**src/design/fua_pkg.sv**
```systemverilog
`timescale 1ns / 1ps
// ----------------------------------------------------------------------------
// fua_pkg: shared types and constants of the H.264 RTP FU-A packetizer
// Word layouts for the frame and packet channels, parse phases, the result
// group handed from the parser to the output queue, and protocol constants.
// ----------------------------------------------------------------------------
package fua_pkg;

    localparam int LENGTH_BITS = 22;
    // Compare width that holds both a length and a 16-bit payload size plus one.
    localparam int CMP_BITS = ((LENGTH_BITS > 16) ? LENGTH_BITS : 16) + 1;

    localparam int GRP_DEPTH = 3;
    localparam int GRP_CNT_BITS = $clog2(GRP_DEPTH + 1);

    localparam logic [15:0] MAX_PAYLOAD_RESET    = 16'd1400;
    localparam logic [16:0] TIME_INCREMENT_RESET = 17'd3000;
    localparam logic [15:0] MIN_PAYLOAD          = 16'd3;
    localparam logic [15:0] FU_OVERHEAD          = 16'd2;

    localparam logic [7:0] NRI_MASK    = 8'hE0;
    localparam logic [7:0] TYPE_MASK   = 8'h1F;
    localparam logic [7:0] FU_A_TYPE   = 8'd28;
    localparam logic [7:0] FU_START    = 8'h80;
    localparam logic [7:0] FU_END      = 8'h40;
    localparam logic [7:0] SC_ONE      = 8'h01;
    localparam logic [7:0] SC_ZERO     = 8'h00;

    localparam logic [2:0] SC3_USED = 3'd3;
    localparam logic [2:0] SC4_USED = 3'd4;

    // Configuration register indexes.
    localparam logic CFG_MAX_PAYLOAD    = 1'b0;
    localparam logic CFG_TIME_INCREMENT = 1'b1;

    typedef enum logic [2:0] {
        PH_WAIT,
        PH_SC0,
        PH_SC1,
        PH_SC2,
        PH_SC3,
        PH_NAL
    } phase_t;

    typedef struct packed {
        logic [7:0]             data_byte;
        logic                   frame_first;
        logic                   frame_last;
        logic [LENGTH_BITS-1:0] frame_length;
        logic [31:0]            frame_time;
    } frame_word_t;

    typedef struct packed {
        logic [7:0]  out_byte;
        logic        packet_start;
        logic        packet_end;
        logic        marker_bit;
        logic [31:0] rtp_time;
        logic        start_code_error;
    } pkt_word_t;

    typedef struct packed {
        pkt_word_t [GRP_DEPTH-1:0] words;
        logic [GRP_CNT_BITS-1:0]   count;
    } pkt_group_t;

    localparam pkt_word_t ERROR_WORD = '{
        out_byte: 8'd0, packet_start: 1'b0, packet_end: 1'b0,
        marker_bit: 1'b0, rtp_time: 32'd0, start_code_error: 1'b1
    };

endpackage

```
**src/design/fua_parser.sv**
```systemverilog
`timescale 1ns / 1ps
// ----------------------------------------------------------------------------
// fua_parser: start code check, NAL tracking and FU-A framing
// Holds the frame state and the configuration registers and turns each
// accepted frame byte into a group of zero to three packet words.
// ----------------------------------------------------------------------------
module fua_parser (
    input  logic                 clk,
    input  logic                 rst_n,
    input  logic                 cfg_we,
    input  logic                 cfg_index,
    input  logic [16:0]          cfg_data,
    input  fua_pkg::frame_word_t frame_word,
    input  logic                 frame_fire,
    output fua_pkg::pkt_group_t  group
);
    import fua_pkg::*;

    localparam int LB = LENGTH_BITS;

    logic [15:0]   max_payload_reg;
    logic [16:0]   time_increment_reg;
    phase_t        phase_reg, phase_next;
    logic [LB-1:0] pos_reg, pos_next;
    logic [LB-1:0] nal_len_reg, nal_len_next;
    logic [7:0]    nal_hdr_reg, nal_hdr_next;
    logic          frag_reg, frag_next;
    logic [15:0]   fill_reg, fill_next;
    logic [31:0]   time_reg, time_next;

    logic [15:0]       eff_payload;
    logic [15:0]       frag_size;
    phase_t            phase_cur;
    logic [7:0]        d;
    logic [LB-1:0]     used_len;
    logic [LB-1:0]     calc_len;
    logic [CMP_BITS-1:0] k_plus1;
    logic [CMP_BITS-1:0] len_w;
    logic [CMP_BITS-1:0] fstart;
    logic [CMP_BITS-1:0] remain;
    logic [16:0]       fill_plus1;
    logic              frag_last;
    logic              frag_end;
    logic [7:0]        fu_ind;
    logic [7:0]        fu_hdr;
    pkt_word_t         data_word;

    assign eff_payload = (max_payload_reg < MIN_PAYLOAD) ? MIN_PAYLOAD : max_payload_reg;
    assign frag_size   = eff_payload - FU_OVERHEAD;
    assign d           = frame_word.data_byte;
    assign phase_cur   = frame_word.frame_first ? PH_SC0 : phase_reg;

    assign used_len = (phase_cur == PH_SC3) ? LB'(SC4_USED) : LB'(SC3_USED);
    assign calc_len = (frame_word.frame_length > used_len)
                    ? frame_word.frame_length - used_len : '0;

    // Fragment bookkeeping: the current fragment began fill_reg bytes ago.
    assign k_plus1    = CMP_BITS'(pos_reg) + CMP_BITS'(1);
    assign len_w      = CMP_BITS'(nal_len_reg);
    assign fstart     = (CMP_BITS'(pos_reg) >= CMP_BITS'(fill_reg))
                      ? CMP_BITS'(pos_reg) - CMP_BITS'(fill_reg) : '0;
    assign remain     = len_w - fstart;
    assign frag_last  = remain <= CMP_BITS'(frag_size);
    assign fill_plus1 = {1'b0, fill_reg} + 17'd1;
    assign frag_end   = (fill_plus1 >= {1'b0, frag_size}) || (k_plus1 == len_w);
    assign fu_ind     = (nal_hdr_reg & NRI_MASK) | FU_A_TYPE;
    assign fu_hdr     = (nal_hdr_reg & TYPE_MASK)
                      | ((pos_reg == LB'(1)) ? FU_START : 8'd0)
                      | (frag_last ? FU_END : 8'd0);

    always_comb
    begin
        data_word              = '0;
        data_word.out_byte     = d;
        data_word.packet_end   = frag_end;
        data_word.marker_bit   = frag_last;
        data_word.rtp_time     = time_reg;
    end

    always_comb
    begin
        phase_next   = phase_cur;
        pos_next     = frame_word.frame_first ? '0 : pos_reg;
        fill_next    = frame_word.frame_first ? '0 : fill_reg;
        nal_len_next = nal_len_reg;
        nal_hdr_next = nal_hdr_reg;
        frag_next    = frag_reg;
        time_next    = time_reg;
        group        = '0;

        unique case (phase_cur)
            PH_WAIT:
            begin
            end
            PH_SC0, PH_SC1:
            begin
                if (d != SC_ZERO)
                begin
                    group.words[0] = ERROR_WORD;
                    group.count    = GRP_CNT_BITS'(1);
                    phase_next     = PH_WAIT;
                end
                else
                begin
                    phase_next = (phase_cur == PH_SC0) ? PH_SC1 : PH_SC2;
                end
            end
            PH_SC2, PH_SC3:
            begin
                if (d == SC_ONE)
                begin
                    time_next    = (frame_word.frame_time != 32'd0) ? frame_word.frame_time
                                 : time_reg + {15'd0, time_increment_reg};
                    nal_len_next = calc_len;
                    pos_next     = '0;
                    fill_next    = '0;
                    frag_next    = CMP_BITS'(calc_len) > CMP_BITS'(eff_payload);
                    phase_next   = (calc_len != '0) ? PH_NAL : PH_WAIT;
                end
                else if (d == SC_ZERO && phase_cur == PH_SC2)
                begin
                    phase_next = PH_SC3;
                end
                else
                begin
                    group.words[0] = ERROR_WORD;
                    group.count    = GRP_CNT_BITS'(1);
                    phase_next     = PH_WAIT;
                end
            end
            PH_NAL:
            begin
                if (!frag_reg)
                begin
                    group.words[0].out_byte     = d;
                    group.words[0].packet_start = (pos_reg == '0);
                    group.words[0].packet_end   = (k_plus1 == len_w);
                    group.words[0].marker_bit   = 1'b1;
                    group.words[0].rtp_time     = time_reg;
                    group.count                 = GRP_CNT_BITS'(1);
                end
                else if (pos_reg == '0)
                begin
                    // The NAL header byte is folded into the FU indicator and header.
                    nal_hdr_next = d;
                end
                else
                begin
                    if (fill_reg == 16'd0)
                    begin
                        group.words[0].out_byte     = fu_ind;
                        group.words[0].packet_start = 1'b1;
                        group.words[0].marker_bit   = frag_last;
                        group.words[0].rtp_time     = time_reg;
                        group.words[1].out_byte     = fu_hdr;
                        group.words[1].marker_bit   = frag_last;
                        group.words[1].rtp_time     = time_reg;
                        group.words[2]              = data_word;
                        group.count                 = GRP_CNT_BITS'(3);
                    end
                    else
                    begin
                        group.words[0] = data_word;
                        group.count    = GRP_CNT_BITS'(1);
                    end
                    fill_next = frag_end ? 16'd0 : fill_plus1[15:0];
                end
                pos_next = k_plus1[LB-1:0];
                if (CMP_BITS'(k_plus1[LB-1:0]) >= len_w)
                begin
                    phase_next = PH_WAIT;
                end
            end
            default:
            begin
                phase_next = PH_WAIT;
            end
        endcase

        if (frame_word.frame_last)
        begin
            // A frame that ends inside its start code still reports one error.
            if ((phase_next == PH_SC0 || phase_next == PH_SC1 || phase_next == PH_SC2 ||
                 phase_next == PH_SC3) && group.count == '0)
            begin
                group.words[0] = ERROR_WORD;
                group.count    = GRP_CNT_BITS'(1);
            end
            phase_next = PH_WAIT;
        end
    end

    always_ff @(posedge clk or negedge rst_n)
    begin
        if (!rst_n)
        begin
            max_payload_reg    <= MAX_PAYLOAD_RESET;
            time_increment_reg <= TIME_INCREMENT_RESET;
        end
        else if (cfg_we)
        begin
            unique case (cfg_index)
                CFG_MAX_PAYLOAD:    max_payload_reg    <= cfg_data[15:0];
                CFG_TIME_INCREMENT: time_increment_reg <= cfg_data;
                default:            max_payload_reg    <= max_payload_reg;
            endcase
        end
    end

    always_ff @(posedge clk or negedge rst_n)
    begin
        if (!rst_n)
        begin
            phase_reg   <= PH_WAIT;
            pos_reg     <= '0;
            nal_len_reg <= '0;
            nal_hdr_reg <= '0;
            frag_reg    <= 1'b0;
            fill_reg    <= '0;
            time_reg    <= '0;
        end
        else if (frame_fire)
        begin
            phase_reg   <= phase_next;
            pos_reg     <= pos_next;
            nal_len_reg <= nal_len_next;
            nal_hdr_reg <= nal_hdr_next;
            frag_reg    <= frag_next;
            fill_reg    <= fill_next;
            time_reg    <= time_next;
        end
    end

endmodule

```
**src/design/fua_outq.sv**
```systemverilog
`timescale 1ns / 1ps
// ----------------------------------------------------------------------------
// fua_outq: result group buffer and packet output register
// Holds the words of one frame byte and hands them out one per cycle, unless
// pkt_ready stalls them, through an output register that decouples the packet channel.
// ----------------------------------------------------------------------------
module fua_outq (
    input  logic                clk,
    input  logic                rst_n,
    input  fua_pkg::pkt_group_t group,
    input  logic                frame_fire,
    output logic                load_ready,
    output logic                pkt_valid,
    input  logic                pkt_ready,
    output fua_pkg::pkt_word_t  pkt_word
);
    import fua_pkg::*;

    pkt_word_t [GRP_DEPTH-1:0] grp_reg;
    logic [GRP_CNT_BITS-1:0]   cnt_reg;
    logic                      valid_reg;
    pkt_word_t                 word_reg;
    logic                      out_load;

    assign out_load   = (cnt_reg != '0) && (!valid_reg || pkt_ready);
    // A new group may enter when the buffer is empty or its last buffered word moves out this cycle.
    assign load_ready = (cnt_reg == '0) || (cnt_reg == GRP_CNT_BITS'(1) && out_load);
    assign pkt_valid  = valid_reg;
    assign pkt_word   = word_reg;

    always_ff @(posedge clk or negedge rst_n)
    begin
        if (!rst_n)
        begin
            cnt_reg <= '0;
        end
        else if (frame_fire)
        begin
            cnt_reg <= group.count;
        end
        else if (out_load)
        begin
            cnt_reg <= cnt_reg - GRP_CNT_BITS'(1);
        end
    end

    always_ff @(posedge clk)
    begin
        if (frame_fire)
        begin
            grp_reg <= group.words;
        end
        else if (out_load)
        begin
            for (int i = 0; i < GRP_DEPTH - 1; i++)
            begin
                grp_reg[i] <= grp_reg[i+1];
            end
        end
    end

    always_ff @(posedge clk or negedge rst_n)
    begin
        if (!rst_n)
        begin
            valid_reg <= 1'b0;
        end
        else if (out_load)
        begin
            valid_reg <= 1'b1;
        end
        else if (pkt_ready)
        begin
            valid_reg <= 1'b0;
        end
    end

    always_ff @(posedge clk)
    begin
        if (out_load)
        begin
            word_reg <= grp_reg[0];
        end
    end

endmodule

```
**src/design/h264_rtp_fua_packetizer.sv**
```systemverilog
`timescale 1ns / 1ps
// ----------------------------------------------------------------------------
// h264_rtp_fua_packetizer: H.264 frame to RTP payload words, FU-A mode
// Checks and strips the start code, stamps the frame time and splits long
// NAL units into FU-A fragments with indicator and header bytes.
// ----------------------------------------------------------------------------
//  channel  | direction | handshake                | word
//  ---------+-----------+--------------------------+---------------------
//  frame    | in        | frame_valid/frame_ready  | frame_word_t, 1 byte
//  packet   | out       | pkt_valid/pkt_ready      | pkt_word_t, 1 byte
//  config   | in        | cfg_we                   | cfg_index, cfg_data
//
// One frame byte is taken per cycle while frame_ready is high; a byte yields
// 0, 1 or 3 words and the output register moves one word per cycle when not
// stalled, so the byte that opens a fragment holds the frame channel until its words move out.
// A word passes through the group buffer and then the output register before it is offered.
// Reset clears all frame state at once; there is no clearing pass.
// A stall on the packet channel backs up into frame_ready once a group waits behind the output register.
// ----------------------------------------------------------------------------
module h264_rtp_fua_packetizer (
    input  logic                 clk,
    input  logic                 rst_n,
    input  logic                 cfg_we,
    input  logic                 cfg_index,
    input  logic [16:0]          cfg_data,
    input  logic                 frame_valid,
    output logic                 frame_ready,
    input  fua_pkg::frame_word_t frame_word,
    output logic                 pkt_valid,
    input  logic                 pkt_ready,
    output fua_pkg::pkt_word_t   pkt_word
);
    import fua_pkg::*;

    pkt_group_t group;
    logic       frame_fire;

    assign frame_fire = frame_valid && frame_ready;

    fua_parser u_parser (
        .clk        (clk),
        .rst_n      (rst_n),
        .cfg_we     (cfg_we),
        .cfg_index  (cfg_index),
        .cfg_data   (cfg_data),
        .frame_word (frame_word),
        .frame_fire (frame_fire),
        .group      (group)
    );

    fua_outq u_outq (
        .clk        (clk),
        .rst_n      (rst_n),
        .group      (group),
        .frame_fire (frame_fire),
        .load_ready (frame_ready),
        .pkt_valid  (pkt_valid),
        .pkt_ready  (pkt_ready),
        .pkt_word   (pkt_word)
    );

endmodule

```
**config.mk**
```make
export PLATFORM = sky130hd
export DESIGN_NAME = h264_rtp_fua_packetizer
export DESIGN_NICKNAME = d
export VERILOG_FILES = /design/src/design/fua_pkg.sv /design/src/design/fua_parser.sv /design/src/design/fua_outq.sv /design/src/design/h264_rtp_fua_packetizer.sv
export SDC_FILE = /design/constraint.sdc
export NUM_CORES = 1
export LEC_CHECK = 0
export BUFFER_PORTS_ARGS = -buffer_cell sky130_fd_sc_hd__buf_2
export CAP_MARGIN = 40
export CORE_MARGIN = 1.5
export CORE_UTILIZATION = 25
export DETAILED_ROUTE_END_ITERATION = 8
export PLACE_DENSITY = 0.37
export RECOVER_POWER = 25
export SYNTH_ARGS = -nofsm -noshare
export SYNTH_HDL_FRONTEND = slang
export SYNTH_SLANG_ARGS = --single-unit
```
**constraint.sdc**
```tcl
create_clock -name clk -period 5.8 [get_ports clk]
set_input_delay 0.29 -clock clk [delete_from_list [all_inputs] [get_ports clk]]
set_output_delay 0.29 -clock clk [all_outputs]
set_load 0.005 [all_outputs]
```
**Yosys cells after proc, flatten, opt, wreduce, memory -nomap -nowiden**

Index checks and enable logic that the tools add are counted.

- Latch bits: 0
- Memory bits (read-only): 0
- Bits in writable memories: 0
- Memories: 0
- Logic and storage cells: 153
- Register bits after elaboration: 316

- $lt $le $gt $ge: 7
- Bitwise gates (word level): 6
- Reduce and logical (&&, ||, !) cells: 32
- Shift operators: 0
- Add/subtract/negate cells: 8
- Divide/modulo/power cells: 0
- Multipliers: 0
- Eq/ne operators: 13
- Muxes and demuxes: 52

Operators by type and width:

| operator | number |
|---|---|
| $mux W46 | 4 |
| $mux W88 | 2 |
| $pmux W46 S3 | 1 |
| $mux W33 | 4 |
| $mux W16 | 6 |
| $mux W22 | 3 |
| $pmux W22 S2 | 1 |
| $mux W43 | 1 |
| $mux W8 | 5 |
| $add A32 B17 Y32 | 1 |
| $mux W32 | 1 |
| $pmux W16 S2 | 1 |
| $reduce_bool A32 Y1 | 1 |
| $mux W3 | 10 |
| $add A22 B1 Y23 const B | 1 |
| $eq A23 B22 Y1 | 1 |
| $le A23 B16 Y1 | 1 |
| $mux W23 | 1 |
| $sub A22 B16 Y23 | 1 |
| $sub A22 B23 Y23 | 1 |
| $eq A22 B1 Y1 const B | 1 |
| $ge A22 B16 Y1 | 1 |
| $ge A22 B22 Y1 | 1 |
| $gt A22 B16 Y1 | 1 |
| 37 further kinds | 67 |

**Longest topological paths before layout**

- Depth after elaboration: 17
- Gate-level depth with buffers: 29

**Modules after synthesis**

A second synthesis with hierarchy kept.

- Cells, all modules: 1948
- Area, all modules: 19889.1 µm²

Modules (own cells, without submodules):

| module | seq. area each (µm²) | cells an instance | times used | area an instance (µm²) |
|---|---|---|---|---|
| fua_parser | 3444.6 | 1653 | 1 | 13320.3 |
| fua_outq | 5360.1 | 294 | 1 | 6562.5 |
| h264_rtp_fua_packetizer | 0.0 | 1 | 1 | 6.3 |

**Worst setup path after synthesis**

Ideal clock, no wire load.

- Path kind: register -> register
- Start point: register u_parser.pos_reg[17]
- End point: register u_outq.grp_reg[77] in the netlist's numbering, data pin
- Required time: 5.648 ns
- Library setup time: 0.152 ns
- Arrival time: 5.075 ns
- Buffers on the path: 1
- Stages on the path, launching flop included: 26
- Clock period less this slack: 5.228 ns
- Path slack: 0.572 ns
- Cells stage by stage: dfrtp_1 > buf_6 > or4_4 > or3_4 > a311oi_2 > o311a_2 > nand2_2 > nand2_1 > inv_1 > fa_1 > nand2b_1 > a21oi_1 > o211ai_1 > o21a_1 > o21ai_0 > xor2_1 > ha_1 > a21oi_1 > o21ai_0 > nor3_1 > nand2_1 > o21ai_0 > o311ai_0 > nor3_1 > nand2_1 > o21ai_0

- Cells in the longest elaborated chain, start to end: 9

Ends and longest elaborated chain:

| item | RTL line | source |
|---|---|---|
| start: declaration | fua_parser.sv:24 | `logic [LB-1:0] pos_reg, pos_next;` |
| start signal: assignment | fua_parser.sv:225 | `pos_reg <= pos_next;` |
| $sub A22 B16 Y23 / $ge A22 B16 Y1 (equally long branches) | fua_parser.sv:61, fua_parser.sv:60 |  |
| $mux W23 | fua_parser.sv:61 | `? CMP_BITS'(pos_reg) - CMP_BITS'(fill_reg) : '0;` |
| $sub A22 B23 Y23 | fua_parser.sv:62 | `assign remain = len_w - fstart;` |
| $le A23 B16 Y1 | fua_parser.sv:63 | `assign frag_last = remain <= CMP_BITS'(frag_size);` |
| $mux W33 | fua_parser.sv:149 | `if (fill_reg == 16'd0)` |
| $mux W33 * | fua_parser.sv:142 | `else if (pos_reg == '0)` |
| $mux W33 * | fua_parser.sv:133 | `if (!frag_reg)` |
| $mux W33 * | fua_parser.sv:91 | `unique case (phase_cur)` |
| $mux W88 * | fua_outq.sv:49 | `if (frame_fire)` |
| end signal: assignment | fua_outq.sv:51 | `grp_reg <= group.words;` |
| end signal: indexed assignment | fua_outq.sv:57 | `grp_reg[i] <= grp_reg[i+1];` |
| end: declaration | fua_outq.sv:19 | `pkt_word_t [GRP_DEPTH-1:0] grp_reg;` |

Mark *: on every way between the ends. The rest lies on a longest branch, timed or not.
A chain may end at the register's enable or synchronous reset.

**Final worst setup path**

- Start point: register u_parser.pos_reg[19]
- End point: register u_outq.grp_reg[86] in the netlist's numbering, data pin

- Cells in the longest elaborated chain, start to end: 11

Ends and longest elaborated chain:

| item | RTL line | source |
|---|---|---|
| $sub A22 B16 Y23 / $ge A22 B16 Y1 (equally long branches) | fua_parser.sv:61, fua_parser.sv:60 |  |
| $mux W23 | fua_parser.sv:61 |  |
| $sub A22 B23 Y23 | fua_parser.sv:62 |  |
| $le A23 B16 Y1 | fua_parser.sv:63 |  |
| $mux W7 | fua_parser.sv:69 | `\| (frag_last ? FU_END : 8'd0);` |
| $or A8 B8 Y8 | fua_parser.sv:69 |  |
| $mux W8 | fua_parser.sv:149 |  |
| $mux W8 * | fua_parser.sv:142 |  |
| $mux W8 * | fua_parser.sv:133 |  |
| $mux W8 * | fua_parser.sv:91 |  |
| $mux W88 * | fua_outq.sv:49 |  |

Marked as above.

==> impl_results.md <==
* Fraction of the mapped netlist area in adder cells at 9.720%
* Synthesized instance count at 1826
* Multi-input logic area at 9658 µm²
* Fin nets at 2271
* Skew final at 0.02334 ns
* Vias per inst at 4.890
* CTS max path bufs at 3
* Main combinational cell family by area after synthesis: compound AO/OA/AOI/OAI gates
* Tot GR Track Use at 16.09%
* Max Slew Vio Count at 98
* Initial antenna violation count at 1
* Min Tclk post-route at 5.440 ns
* Post-Synth Simple-Gate Area at 14.83%
* Setup CP Type: flip-flop to flip-flop
* Dpl hpwl at 47.03 mm
* Die footprint at 76520 µm²
* Mux share of post-synthesis cell area at 2.440%
* Max-Slew Margin vs Limit at -60.91%
* 1st-iter DRT viols at 824
* Dominant cell type by area after synthesis: edfxtp_1
* Vias at 14870
* Number of enable flip-flop cells after synthesis at 171
* Synth Flop Type: edfxtp_1
* Final hold viol count at 0
* Drt drc at 0
* Largest register FFs at 128
* Reg clk slew, reported paths at 0.06 ns
* Root buffer cell: clkbuf_16
* Tcrit/Tclk final at 93.80%
* CP Data Required Time at 6.23 ns
* Layout cell share with drive strength beyond 1 at 16.88%
* Final core occ at 30.65%
* P per Cell Area at 342.7 nW/µm²
* CTS Sinks at 312
* Port Buffers at 132
* Placer Congestion at 0.8605
* Compound-Gate Fraction of Synth Area at 18.24%
* Sequential share of the synthesized area at 46.35%
* Die height at 276.6 µm
* Core area at 74320 µm²
* Num ports at 133
* Wire length per cell at 20.51 µm
* Storage element area at 8676 µm²
* Ant diodes at 0
* Final setup violation count at 0
* Worst vdd ir at 0.0002338 V
* CTS tree: done
* Ranking of synthesized cells by area: edfxtp_1 (27%), dfrtp_1 (17%), ha_1 (9.3%)
* Area grow syn2layout at 21.71%
* Yosys warnings at 0
* Hold WC Path Type: input port to flip-flop
* Share of the synthesized area in the top cell type at 27.43%
* Failing checks: capacitance limit, slew limit
* Post-Synth XOR/XNOR Area at 5.054%
* CP Max Fanout at 4
* Final setup margin at 0.3596 ns
* Netlist cell types at 86
* Max Freq at 183.8 MHz
* Antenna Violating Nets Remaining at 0
* Die X at 276.6 µm
* Pin count of the biggest net entering global routing at 61
* DP Worst Slack at -0.03551 ns
* Syn nets at 2056
* Initial Util at 25.18%
* Crit path capture type: flip-flop
* # rows at 100
* CP Data Arrival Time at 5.87 ns
* Flops & latches, synth at 312
* Commonest non-fill, non-tap cell in the layout: edfxtp_1
* Async S/R FF share, synth at 44.87%
* Max-cap viol count at 2
* CP Launch Type: flip-flop
* Total gr overflow at 0
* Routed WL at 62.38 mm
* Status: complete, but fails checks
* Num CTS Buffers at 40
* Mapped cell area at 18720 µm²
* Number of global-route vias before repair at 14910
* Global-route wire length before repair at 94.42 mm
* Most frequent cells in the layout: edfxtp_1 (171), nand2_1 (152), o21ai_0 (137)
* CTS H-Tree Depth at 2
* Mapped Avg Cell Area at 10.25 µm²
* Worst skew pair latency at 0.57 ns
* Measured slew at the worst slew-check pin at 2.414 ns
* Final-layout fill cell count at 7789
* Leakage power at 9.378 nW
* Drt first pass iters at 5
==> routing by layer <==
| layer | global-route usage [%] | vias up | part of all wire [%] |
|---|---|---|---|
| met5 | 0 | - | 0 |
| met4 | 4.635 | 0 | 2.4 |
| met3 | 2.101 | 67 | 3.5 |
| met2 | 27.13 | 280 | 47 |
| met1 | 21.51 | 7303 | 47 |
| li1 | - | 7224 | - |
==> cells in the mapped netlist (32+ instances only) <==
master	count
clkbuf_1	60
a22o_1	90
a21oi_1	103
ha_1	139
xnor2_1	82
nand2_1	155
o21ai_0	145
mux2_2	37
edfxtp_1	171
nor3_1	44
nor2_1	104
and2_1	51
nand3_1	32
dfrtp_1	127
inv_1	94
==> stage by stage <==
step	std cells	total power (W)	area, µm²	TNS [ns]	hold slack, ns
finish	3042	0.007807	22780	0	0.02611
global route	3042	0.008273	22780	-0.1611	0.03416
CTS	3038	0.007923	22600	0	0.001285
detailed placement	2931	0.005353	20960	-0.05764	0.2395
global placement	2928	0.005333	20910	0	0.2370
floorplan	1826	0.004506	18720	0	-0.005591
==> report_power, final <==
group / switching, W / total (W) / internal (W)
clock: 0.00104 / 0.00249 / 0.00145
sequential: 0.000204 / 0.00335 / 0.00314
combinational: 0.00122 / 0.00197 / 0.000752
==> final cells by class <==
type | count | area share, %
well taps | 969 | 5.322
clock buffers | 48 | 4.663
inverters | 95 | 1.565
clock inverters | 26 | 1.066
flip-flops and latches | 312 | 38.08
multi-input cells | 1351 | 42.40
repair buffers | 241 | 6.904
==> kinds of logic after synthesis <==
kind of cell             after synthesis
AO/OA/AOI/OAI                        513
XOR/XNOR                             108
buffers and inverters                163
multiplexers                          41
flip-flops                           312
AND/OR/NAND/NOR                      546
adder cells (fa/ha/maj)              143
==> worst max-delay path, cell delays in order (launching register included) <==
cell	delay, ns
dfrtp_1	0.37
or4_4	0.53
or3_4	0.44
a311oi_4	0.26
o311a_4	0.29
a21oi_2	0.07
ha_2	0.21
fa_2	0.36
nand2b_4	0.16
a21oi_4	0.16
o211ai_1	0.12
o21a_2	0.25
o21ai_2	0.12
xor2_1	0.21
ha_1	0.31
a21oi_2	0.17
o21ai_1	0.08
nor3_1	0.20
nand2_1	0.09
o21ai_2	0.14
o311ai_1	0.10
nor3_1	0.25
buf_4	0.17
nand2_2	0.07
o21ai_2	0.15
==> what timing repair did <==
action	in CTS	in global routing
setup endpoints to repair	3	4
resized for setup	3	50
hold endpoints to repair	80	0
pin swaps	1	19
setup buffers	0	4
hold buffers	33	0
==> worst paths after layout <==
path	start	end	slack (ns)	cells after the start
max	u_parser.pos_reg[19]	u_outq.grp_reg[86]	0.36	24
min	frame_word[4]	u_parser.time_reg[4]	0.03	3
max reg2reg	u_parser.pos_reg[19]	u_outq.grp_reg[86]	0.36	24
min reg2reg	u_outq.grp_reg[10]	u_outq.pkt_word[10]	0.41	0
max in group asynchronous	rst_n	u_parser.time_reg[7]	2.17	3
min in group asynchronous	rst_n	u_parser.pos_reg[12]	1.00	2
(Power assumes the default switching activity.)
